File: config.mk
export PLATFORM = sky130hd
export DESIGN_NAME = scanline_event_and_hv_irq_timer
export DESIGN_NICKNAME = d
export VERILOG_FILES = /design/src/rtl/slirq_pkg.sv /design/src/rtl/slirq_cfg.sv /design/src/rtl/slirq_core.sv /design/src/rtl/scanline_event_and_hv_irq_timer.sv
export VERILOG_INCLUDE_DIRS = /design/src /design/src/rtl
export SDC_FILE = /design/constraint.sdc
export NUM_CORES = 1
export LEC_CHECK = 0
export BUFFER_PORTS_ARGS = -buffer_cell sky130_fd_sc_hd__buf_2
export CAP_MARGIN = 20
export CORE_MARGIN = 1
export CORE_UTILIZATION = 41
export DETAILED_ROUTE_END_ITERATION = 6
export PLACE_DENSITY_LB_ADDON = 0.12
export SETUP_SLACK_MARGIN = 0.05
export SLEW_MARGIN = 20
export SYNTH_ARGS = -nofsm -noshare
export SYNTH_HDL_FRONTEND = slang
export SYNTH_SLANG_ARGS = --single-unit
File: constraint.sdc
create_clock -name clk -period 4.15 [get_ports clk]
set_input_delay 0.6225 -clock clk [delete_from_list [all_inputs] [get_ports clk]]
set_output_delay 0.6225 -clock clk [all_outputs]
set_load 0.005 [all_outputs]
File: src/rtl/scanline_event_and_hv_irq_timer_assert.svh
// assertion macros used by slirq_core
`ifndef SCANLINE_EVENT_AND_HV_IRQ_TIMER_ASSERT_SVH
`define SCANLINE_EVENT_AND_HV_IRQ_TIMER_ASSERT_SVH

// same-cycle implication, checked out of reset
`define SLIRQ_ASSERT_NOW(label, ante, cons, msg) \
  label: assert property (@(posedge clk) disable iff (!rst_n) (ante) |-> (cons)) \
    else $error(msg);

// next-cycle implication, checked out of reset
`define SLIRQ_ASSERT_NEXT(label, ante, cons, msg) \
  label: assert property (@(posedge clk) disable iff (!rst_n) (ante) |=> (cons)) \
    else $error(msg);

`endif

File: src/rtl/slirq_pkg.sv
`default_nettype none
package slirq_pkg;

  localparam int unsigned POS_W = 9;
  localparam int unsigned FC_W  = 4;

  localparam logic [POS_W-1:0] DMA_STEP_DOT        = 9'd278;
  localparam logic [POS_W-1:0] VISIBLE_LINES_RESET = 9'd224;
  localparam logic [FC_W-1:0]  FRAME_COUNTER_MAX   = 4'd15;

  localparam int unsigned CFG_IDX_W  = 3;
  localparam int unsigned CFG_DATA_W = 9;

  localparam logic [CFG_IDX_W-1:0] CFG_V_IRQ_ENABLE  = 3'd0;
  localparam logic [CFG_IDX_W-1:0] CFG_H_IRQ_ENABLE  = 3'd1;
  localparam logic [CFG_IDX_W-1:0] CFG_IRQ_LINE      = 3'd2;
  localparam logic [CFG_IDX_W-1:0] CFG_IRQ_DOT       = 3'd3;
  localparam logic [CFG_IDX_W-1:0] CFG_VISIBLE_LINES = 3'd4;
  localparam logic [CFG_IDX_W-1:0] CFG_SKIP_COUNT    = 3'd5;
  localparam logic [CFG_IDX_W-1:0] CFG_AUTO_JOYPAD   = 3'd6;

  typedef struct packed {
    logic [POS_W-1:0] dot;
    logic [POS_W-1:0] line;
    logic             line_wrapped;
    logic             irq_masked;
    logic             cpu_stopped;
  } slirq_in_t;

  typedef struct packed {
    logic irq_fire;
    logic irq_flag;
    logic frame_start;
    logic refresh;
    logic joypad_read;
    logic render_line;
    logic dma_step;
  } slirq_out_t;

  typedef struct packed {
    logic             v_irq_enable;
    logic             h_irq_enable;
    logic [POS_W-1:0] irq_line;
    logic [POS_W-1:0] irq_dot;
    logic [POS_W-1:0] visible_lines;
    logic [FC_W-1:0]  skip_count;
    logic             auto_joypad;
  } slirq_cfg_t;

endpackage
`default_nettype wire

File: src/rtl/slirq_cfg.sv
`default_nettype none
module slirq_cfg
  import slirq_pkg::*;
(
  input  wire logic                  clk,
  input  wire logic                  rst_n,
  input  wire logic                  wr_en,
  input  wire logic [CFG_IDX_W-1:0]  wr_index,
  input  wire logic [CFG_DATA_W-1:0] wr_data,
  output slirq_cfg_t                 cfg
);

  slirq_cfg_t cfg_r, cfg_nxt;

  always_comb begin
    cfg_nxt = cfg_r;
    if (wr_en) begin
      case (wr_index)
        CFG_V_IRQ_ENABLE:  cfg_nxt.v_irq_enable  = wr_data[0];
        CFG_H_IRQ_ENABLE:  cfg_nxt.h_irq_enable  = wr_data[0];
        CFG_IRQ_LINE:      cfg_nxt.irq_line      = wr_data[POS_W-1:0];
        CFG_IRQ_DOT:       cfg_nxt.irq_dot       = wr_data[POS_W-1:0];
        CFG_VISIBLE_LINES: cfg_nxt.visible_lines = wr_data[POS_W-1:0];
        CFG_SKIP_COUNT:    cfg_nxt.skip_count    = wr_data[FC_W-1:0];
        CFG_AUTO_JOYPAD:   cfg_nxt.auto_joypad   = wr_data[0];
        default:           cfg_nxt = cfg_r;
      endcase
    end
  end

  always_ff @(posedge clk) begin
    if (!rst_n) begin
      cfg_r <= '{visible_lines: VISIBLE_LINES_RESET, default: '0};
    end else begin
      cfg_r <= cfg_nxt;
    end
  end

  assign cfg = cfg_r;

endmodule
`default_nettype wire

File: src/rtl/slirq_core.sv
`default_nettype none
module slirq_core
  import slirq_pkg::*;
(
  input  wire logic       clk,
  input  wire logic       rst_n,
  input  wire logic       adv,
  input  wire slirq_in_t  item,
  input  wire slirq_cfg_t cfg,
  output slirq_out_t      res
);

  logic            dma_done_r, dma_done_nxt;
  logic            h_done_r, h_done_nxt;
  logic            v_done_r, v_done_nxt;
  logic            irq_status_r, irq_status_nxt;
  logic [FC_W-1:0] fc_r, fc_nxt;

  logic            at_top, at_refresh, at_joy, in_visible;
  logic [FC_W-1:0] fc_inc;
  logic            dma_eff, h_eff, v_eff;
  logic            v_hit, h_hit, fire, dma;

  always_comb begin
    at_top     = item.line == '0;
    at_refresh = item.line == cfg.visible_lines;
    // joypad line may sit one past the 9-bit range
    at_joy     = {1'b0, item.line} == ({1'b0, cfg.visible_lines} + 10'd1);
    in_visible = !at_top && (item.line < cfg.visible_lines);

    fc_inc = (fc_r < FRAME_COUNTER_MAX) ? fc_r + 4'd1 : fc_r;
    fc_nxt = fc_r;
    if (item.line_wrapped && at_refresh) begin
      fc_nxt = (fc_inc >= cfg.skip_count) ? '0 : fc_inc;
    end

    // per-line marks rearm on a wrap, the vertical mark only at the frame top
    dma_eff = item.line_wrapped ? 1'b0 : dma_done_r;
    h_eff   = item.line_wrapped ? 1'b0 : h_done_r;
    v_eff   = (item.line_wrapped && at_top) ? 1'b0 : v_done_r;

    dma          = (item.dot >= DMA_STEP_DOT) && !dma_eff;
    dma_done_nxt = dma_eff || dma;

    v_hit = (item.line == cfg.irq_line) && !v_eff;
    h_hit = (item.dot >= cfg.irq_dot) && !h_eff;
    fire  = 1'b0;
    h_done_nxt = h_eff;
    v_done_nxt = v_eff;
    if (!item.cpu_stopped && !item.irq_masked) begin
      if (cfg.v_irq_enable && cfg.h_irq_enable) begin
        fire = v_hit && h_hit;
        if (fire) begin
          h_done_nxt = 1'b1;
          v_done_nxt = 1'b1;
        end
      end else if (cfg.v_irq_enable) begin
        fire = v_hit;
        if (fire) begin
          v_done_nxt = 1'b1;
        end
      end else if (cfg.h_irq_enable) begin
        fire = h_hit;
        if (fire) begin
          h_done_nxt = 1'b1;
        end
      end
    end
    irq_status_nxt = irq_status_r || fire;

    res.irq_fire    = fire;
    res.irq_flag    = irq_status_nxt;
    res.frame_start = item.line_wrapped && at_top;
    res.refresh     = item.line_wrapped && at_refresh && (fc_r == '0);
    res.joypad_read = item.line_wrapped && at_joy && cfg.auto_joypad;
    res.render_line = item.line_wrapped && in_visible &&
                      ((cfg.skip_count == '0) || (fc_nxt == '0));
    res.dma_step    = dma;
  end

  always_ff @(posedge clk) begin
    if (!rst_n) begin
      dma_done_r   <= 1'b0;
      h_done_r     <= 1'b0;
      v_done_r     <= 1'b0;
      irq_status_r <= 1'b0;
      fc_r         <= '0;
    end else if (adv) begin
      dma_done_r   <= dma_done_nxt;
      h_done_r     <= h_done_nxt;
      v_done_r     <= v_done_nxt;
      irq_status_r <= irq_status_nxt;
      fc_r         <= fc_nxt;
    end
  end

`include "scanline_event_and_hv_irq_timer_assert.svh"

  `SLIRQ_ASSERT_NEXT(a_dma_marks_line, adv && res.dma_step, dma_done_r, "dma mark not set")
  `SLIRQ_ASSERT_NEXT(a_fire_sets_flag, adv && res.irq_fire, irq_status_r, "irq flag not set")
  `SLIRQ_ASSERT_NEXT(a_flag_sticky, irq_status_r, irq_status_r, "irq flag cleared")
  `SLIRQ_ASSERT_NOW(a_no_fire_stopped, item.cpu_stopped || item.irq_masked, !res.irq_fire, "irq while blocked")

endmodule
`default_nettype wire

File: src/rtl/scanline_event_and_hv_irq_timer.sv
`default_nettype none
// Scanline event and H/V interrupt timer. Each beam tick presented on the
// input channel yields one result item with the line events, the per-line
// DMA step and the interrupt request and sticky flag. Throughput is one
// item per clock while the output is not stalled: an input register feeds the
// event and interrupt logic, whose result lands in the output register in
// the same cycle that the per-line and per-frame marks update, so the next
// tick is processed right behind it. Configuration writes are always ready
// and take effect on the following clock; write them only while idle.
module scanline_event_and_hv_irq_timer
  import slirq_pkg::*;
(
  input  wire logic                  clk,
  input  wire logic                  rst_n,
  input  wire logic                  in_valid,
  output logic                       in_stall,
  input  wire slirq_in_t             in_item,
  output logic                       out_valid,
  input  wire logic                  out_stall,
  output slirq_out_t                 out_item,
  input  wire logic                  cfg_valid,
  output logic                       cfg_ready,
  input  wire logic [CFG_IDX_W-1:0]  cfg_index,
  input  wire logic [CFG_DATA_W-1:0] cfg_wdata
);

  slirq_cfg_t cfg;
  slirq_in_t  s1_item_r;
  logic       s1_valid_r;
  slirq_out_t res;
  slirq_out_t s2_item_r;
  logic       s2_valid_r;
  logic       s2_load, adv, in_acc;

  assign cfg_ready = 1'b1;

  slirq_cfg u_cfg (
    .clk      (clk),
    .rst_n    (rst_n),
    .wr_en    (cfg_valid && cfg_ready),
    .wr_index (cfg_index),
    .wr_data  (cfg_wdata),
    .cfg      (cfg)
  );

  // output register frees when empty or being drained
  assign s2_load  = !s2_valid_r || !out_stall;
  assign adv      = s1_valid_r && s2_load;
  assign in_stall = s1_valid_r && !s2_load;
  assign in_acc   = in_valid && !in_stall;

  slirq_core u_core (
    .clk   (clk),
    .rst_n (rst_n),
    .adv   (adv),
    .item  (s1_item_r),
    .cfg   (cfg),
    .res   (res)
  );

  always_ff @(posedge clk) begin
    if (!rst_n) begin
      s1_valid_r <= 1'b0;
      s2_valid_r <= 1'b0;
    end else begin
      if (in_acc) begin
        s1_valid_r <= 1'b1;
      end else if (adv) begin
        s1_valid_r <= 1'b0;
      end
      if (s2_load) begin
        s2_valid_r <= s1_valid_r;
      end
    end
  end

  always_ff @(posedge clk) begin
    if (in_acc) begin
      s1_item_r <= in_item;
    end
    if (adv) begin
      s2_item_r <= res;
    end
  end

  assign out_valid = s2_valid_r;
  assign out_item  = s2_item_r;

endmodule
`default_nettype wire

After elaboration in Yosys (flattened, before gate mapping). Index checks and enable logic that the tools add are counted.

Shift-type cells: 0. $lt $le $gt $ge: 5. Equality and inequality tests: 9. Multipliers: 0. Div/mod/pow operators: 0. Add/subtract/negate cells: 2. Muxes and demuxes: 23. Bitwise operators: 0. Reduce and logical (&&, ||, !) cells: 44.

Operator list (count): $mux W1 (20); $eq A9 B9 Y1 (2); $logic_and A1 B1 Y1 (17); $reduce_and A2 Y1 (7); $logic_not A4 Y1 (3); $mux W4 (3); $add A9 B1 Y10 const B (1); $eq A9 B10 Y1 (1); $logic_not A1 Y1 (10); $eq A3 B3 Y1 const B (3); $ge A9 B9 Y1 (1); $ge A9 B9 Y1 const B (1); $logic_not A9 Y1 (1); $lt A9 B9 Y1 (1); $eq A3 B2 Y1 const B (2); $add A4 B1 Y4 const B (1); $ge A4 B4 Y1 (1); $logic_or A1 B1 Y1 (4); $lt A4 B4 Y1 const B (1); $eq A3 B1 Y1 const B (1); $logic_not A3 Y1 (1); $reduce_bool A2 Y1 (1).

RAM bits: 0. Bits in registers: 72. Memories: 0. Latch bits: 0. Output and inout port bits: 10. Bits of input ports: 38. Memory bits (read-only): 0. Word-level logic and storage cells: 109.

Depth between registers and ports, before layout.
Word-level depth: 9. Depth in mapped cells: 10. Depth with buffers taken out: 10.

Modules after synthesis. From an unflattened synthesis, not the netlist that was laid out.

Cell total of the unflattened synthesis: 389. Area, all modules: 3866.2 sq um.

Modules (own cells, without submodules): slirq_core (area each 1596.5 sq um, instances 1, sequential area each 160.2 sq um, cells each 222); slirq_cfg (area each 1333.8 sq um, instances 1, sequential area each 680.7 sq um, cells each 129); scanline_event_and_hv_irq_timer (area each 935.9 sq um, instances 1, sequential area each 880.8 sq um, cells each 38).

Least setup slack after synthesis. Ideal clock, no wire load.

Kind: register -> register. From: register u_core.fc_r[0]. To: register u_core.fc_r[0]. Path buffers: 0. Cell stages (with the launch flop): 10. Library setup time: 0.070 ns. Data required time: 4.080 ns. Arrival time: 2.352 ns. Slack: 1.728 ns. Clock period less this slack: 2.422 ns. Cells stage by stage: dfxtp_1 > ha_1 > nand3_1 > xnor2_1 > ha_1 > nand2b_1 > a21oi_1 > o21ai_0 > or4b_1 > a21oi_1.

Word-level cells in the longest chain between the ends: 5. Elaborated cells between the ends (all ways): 6. Classes of those cells: add/sub (1); order compare (2); mux (3).

RTL lines: start: declaration (RTL line slirq_core.sv:17) `logic [FC_W-1:0] fc_r, fc_nxt;`; start signal: assignment (RTL line slirq_core.sv:93) `fc_r <= fc_nxt;`; $add A4 B1 Y4 or $lt A4 B4 Y1 (tied branches) (RTL line slirq_core.sv:31) `fc_inc = (fc_r < FRAME_COUNTER_MAX) ? fc_r + 4'd1 : fc_r;`; $mux W4 (RTL line slirq_core.sv:31); $ge A4 B4 Y1 (RTL line slirq_core.sv:34) `fc_nxt = (fc_inc >= cfg.skip_count) ? '0 : fc_inc;`; $mux W4 (RTL line slirq_core.sv:34); $mux W4 (*) (RTL line slirq_core.sv:33) `if (item.line_wrapped && at_refresh) begin`.

Mark *: on every way between the ends. The rest lies on a longest branch, timed or not. A chain may end at the register's enable or synchronous reset.

Final worst setup path. Ends and elaborated chain as after synthesis.

==> results.py <==
metrics = {
    "status": {
        "run_status": "completed",
    },
    "grt": {
        "globalRoute.totalOverflow": 0,
        "met2_resource_use_gr": 0.303,
        "busiest_layer": "met2",
        "grt_antenna_before_repair": 0,
        "gr_usage_total": 0.185,
        "grt_pass1_wl_um": 13500,
        "first_global_vias": 2798,
        "global_route.usage.met1": 0.247,
        "grt_max_degree": 37,
        "use_met3": 0.0397,
    },
    "worst_setup_path": {
        "worst_setup_sp_type": "register",
        "ff2ff_path_depth": 8,
        "r2r_start": "u_core.fc_r[0]",
        "worst-setup-path-type": "register to register",
        "critical_path.max_fanout": 8,
        "worstSetupEndpointType": "register",
        "arrival_ns": 3.06,
        "regToRegEndpoint": "u_core.fc_r[0]",
        "timing.reg2reg.setup_slack_ns": 1.36,
        "timing.critical_path.required_ns": 4.42,
    },
    "pwr": {
        "design_power_total_mw": 1.56,
        "p_leak_nw": 1.65,
        "vdd_ir_drop_max_mv": 0.166,
        "power_per_cell_area_nw_per_um2": 366,
    },
    "clocking": {
        "cts_root_buf": "sky130_fd_sc_hd__clkbuf_8",
        "cts_buffer_depth": 2,
        "cts_setup_buffers": 0,
        "clk_latency_ns": 0.35,
        "cts.clk_slew.worst_paths_ns": 0.08,
        "tritoncts_clock_tree": "done",
        "tritoncts_buffer_count": 9,
        "cts_htree_levels": 3,
        "cts-resized-gates": 0,
        "cts_sinks": 72,
        "postCtsHoldBufs": 0,
    },
    "timing": {
        "grt_setup_unrepaired": "false",
        "hold_viol_final": 0,
        "worst_clock_skew_ns": 0.0116,
        "max_clock_freq_ghz": 0.358,
        "fin_tns_setup_ns": 0,
        "min_period_over_period": 0.673,
        "slew_violations": 0,
        "setup_viol": 0,
        "worst_slew_pin_slew_ns": 1.02,
        "slew-limit-headroom": 0.315,
        "post-route-min-period_ns": 2.79,
    },
    "logic_synthesis": {
        "share_of_async_settable_or_async_resettable_flops_after_synthesis": 0,
        "synth_nets": 463,
        "ys_ff_latch": 72,
        "ys_seq_area_frac": 0.468,
        "synthesis.area_per_instance_um2": 9.20,
        "synth.distinct_cells": 53,
        "synth_top_flop_cell": "sky130_fd_sc_hd__dfxtp_1",
        "synth_area_um2": 3680,
        "synth_area_leaders": "sky130_fd_sc_hd__dfxtp_1, sky130_fd_sc_hd__edfxtp_1, sky130_fd_sc_hd__ha_1",
        "synth_edf_count": 28,
        "synth_most_common_cell": "sky130_fd_sc_hd__nand2_1",
        "netlist.top_cell.by_area": "sky130_fd_sc_hd__dfxtp_1",
        "yosys.area.top_type_share": 0.239,
        "synth.yosys.warnings": 0,
        "synthTopCellsByCount": "sky130_fd_sc_hd__nand2_1, sky130_fd_sc_hd__dfxtp_1, sky130_fd_sc_hd__a21oi_1",
        "synthesis.instances": 400,
    },
    "detailed_routing": {
        "routedWlPerCell_um": 14.8,
        "wirelength_um": 8300,
        "dr_total_vias": 2939,
        "drt_iter0_markers": 88,
        "remaining_drc_errors": 0,
        "antenna_violating_nets_post_route": 0,
        "drt_first_pass_iters": 4,
        "viasPerCell": 5.24,
    },
    "floorplanning": {
        "placementRows": 34,
        "num_io_pins": 48,
        "die_width_um": 96.8,
        "die_y_um": 96.8,
        "initial_utilization": 0.422,
        "die_area_um2": 9360,
        "core_region_area_um2": 8720,
    },
    "min_path": {
        "hold_end": "s1_item_r[4]",
        "holdCritPathClass": "primary input to register",
        "worst_hold_startpoint": "in_item[4]",
        "min_delay_path_depth": 1,
    },
    "placed_design": {
        "count_of_buffers_inserted_at_the_top_level_ports": 46,
        "hpwlAfterDp_um": 6140,
        "place_congestion": 0.797,
    },
    "cells_and_area": {
        "syn_to_final_growth_pct": 15.6,
        "diodes": 0,
        "finalNetCount": 511,
        "post_route_cells_drive_above_1_share": 0.157,
    },
    "job": {
        "max_cap_violations": 0,
    },
}
==> state kept, by name, summed over array words and instances (netlist names) <==
register             cells
u_core.fc_r              4
u_core.v_done_r          1
u_core.dma_done_r        1
u_core.h_done_r          1
u_core.irq_status_r      1
s1_item_r               21
s1_valid_r               1
out_item                 7
out_valid                1
u_cfg.cfg               34
==> area by class of cell <==
type                    count  area, um2
clock buffers              12        166
clock inverters             4       75.1
fillers                   864       4460
inverters                  28        105
multi-input cells         291       1820
flip-flops and latches     72       1720
well taps                 108        135
repair buffers             46        230
==> layout by cell type, fill, tap and decap left out, drive strengths merged, types with 5 or more instances in the layout <==
cell	n
dfxtp	44
o211ai	7
nand2	70
clkbuf	12
buf	46
nor2b	6
nor2	25
and2	5
nand3	13
nand2b	5
xor2	13
nor3	10
inv	28
a21oi	39
mux2i	7
ha	25
xnor2	5
and3	5
o21ai	16
edfxtp	28
==> worst max-delay path: stages (launching register included) <==
cell	delay, ns
sky130_fd_sc_hd__dfxtp_1	0.48
sky130_fd_sc_hd__ha_1	0.31
sky130_fd_sc_hd__nand3_1	0.20
sky130_fd_sc_hd__o21ai_0	0.33
sky130_fd_sc_hd__ha_1	0.30
sky130_fd_sc_hd__a21oi_1	0.21
sky130_fd_sc_hd__o21ai_0	0.21
sky130_fd_sc_hd__or4b_1	0.53
sky130_fd_sc_hd__a21oi_1	0.16
==> through the flow <==
| stage | worst slack [ns] | utilization | cells | cell area, um2 | hold WS [ns] |
|---|---|---|---|---|---|
| after floorplan | 1.73 | - | 400 | 3680 | 0.436 |
| after global placement | 1.57 | 0.460 | 545 | 4010 | 0.445 |
| after detailed placement | 1.38 | 0.460 | 545 | 4010 | 0.448 |
| after CTS | 1.34 | 0.488 | 561 | 4250 | 0.429 |
| after global routing | 1.07 | 0.488 | 561 | 4260 | 0.422 |
| final | 1.36 | 0.488 | 561 | 4260 | 0.445 |
==> report_power, final <==
part           internal (mW)  switching [mW]
clock                  0.392           0.263
combinational         0.0501          0.0705
sequential             0.760          0.0225
==> per-layer routing <==
layer	vias up	share of wire
met5	-	0
met4	0	0.0076
met3	6	0.031
met2	49	0.47
met1	1389	0.50
li1	1495	-
==> kinds of logic after synthesis <==
family,Yosys count,share of synthesized area
AOI/OAI and AO/OA,85,0.144
xor gates and xnor gates,18,0.0428
adders and majority gates,25,0.0850
buffers and inverters,37,0.0391
DFF,72,0.468
muxes,7,0.0190
other,1,0.00102
and+or+nand+nor,155,0.201
==> worst max-delay path by stage <==
| stage | startpoint | to | slack, ns |
|---|---|---|---|
| CTS | u_core.fc_r[0] | out_item[1] | 1.34 |
| detailed placement | u_core.fc_r[0] | out_item[1] | 1.38 |
| floorplan | u_core.fc_r[0] | u_core.fc_r[0] | 1.73 |
| global placement | u_core.fc_r[0] | u_core.fc_r[0] | 1.57 |
| global route | u_core.fc_r[0] | out_item[1] | 1.07 |
| finish | u_core.fc_r[0] | u_core.fc_r[0] | 1.36 |
Power figures use the tool's default switching activity.
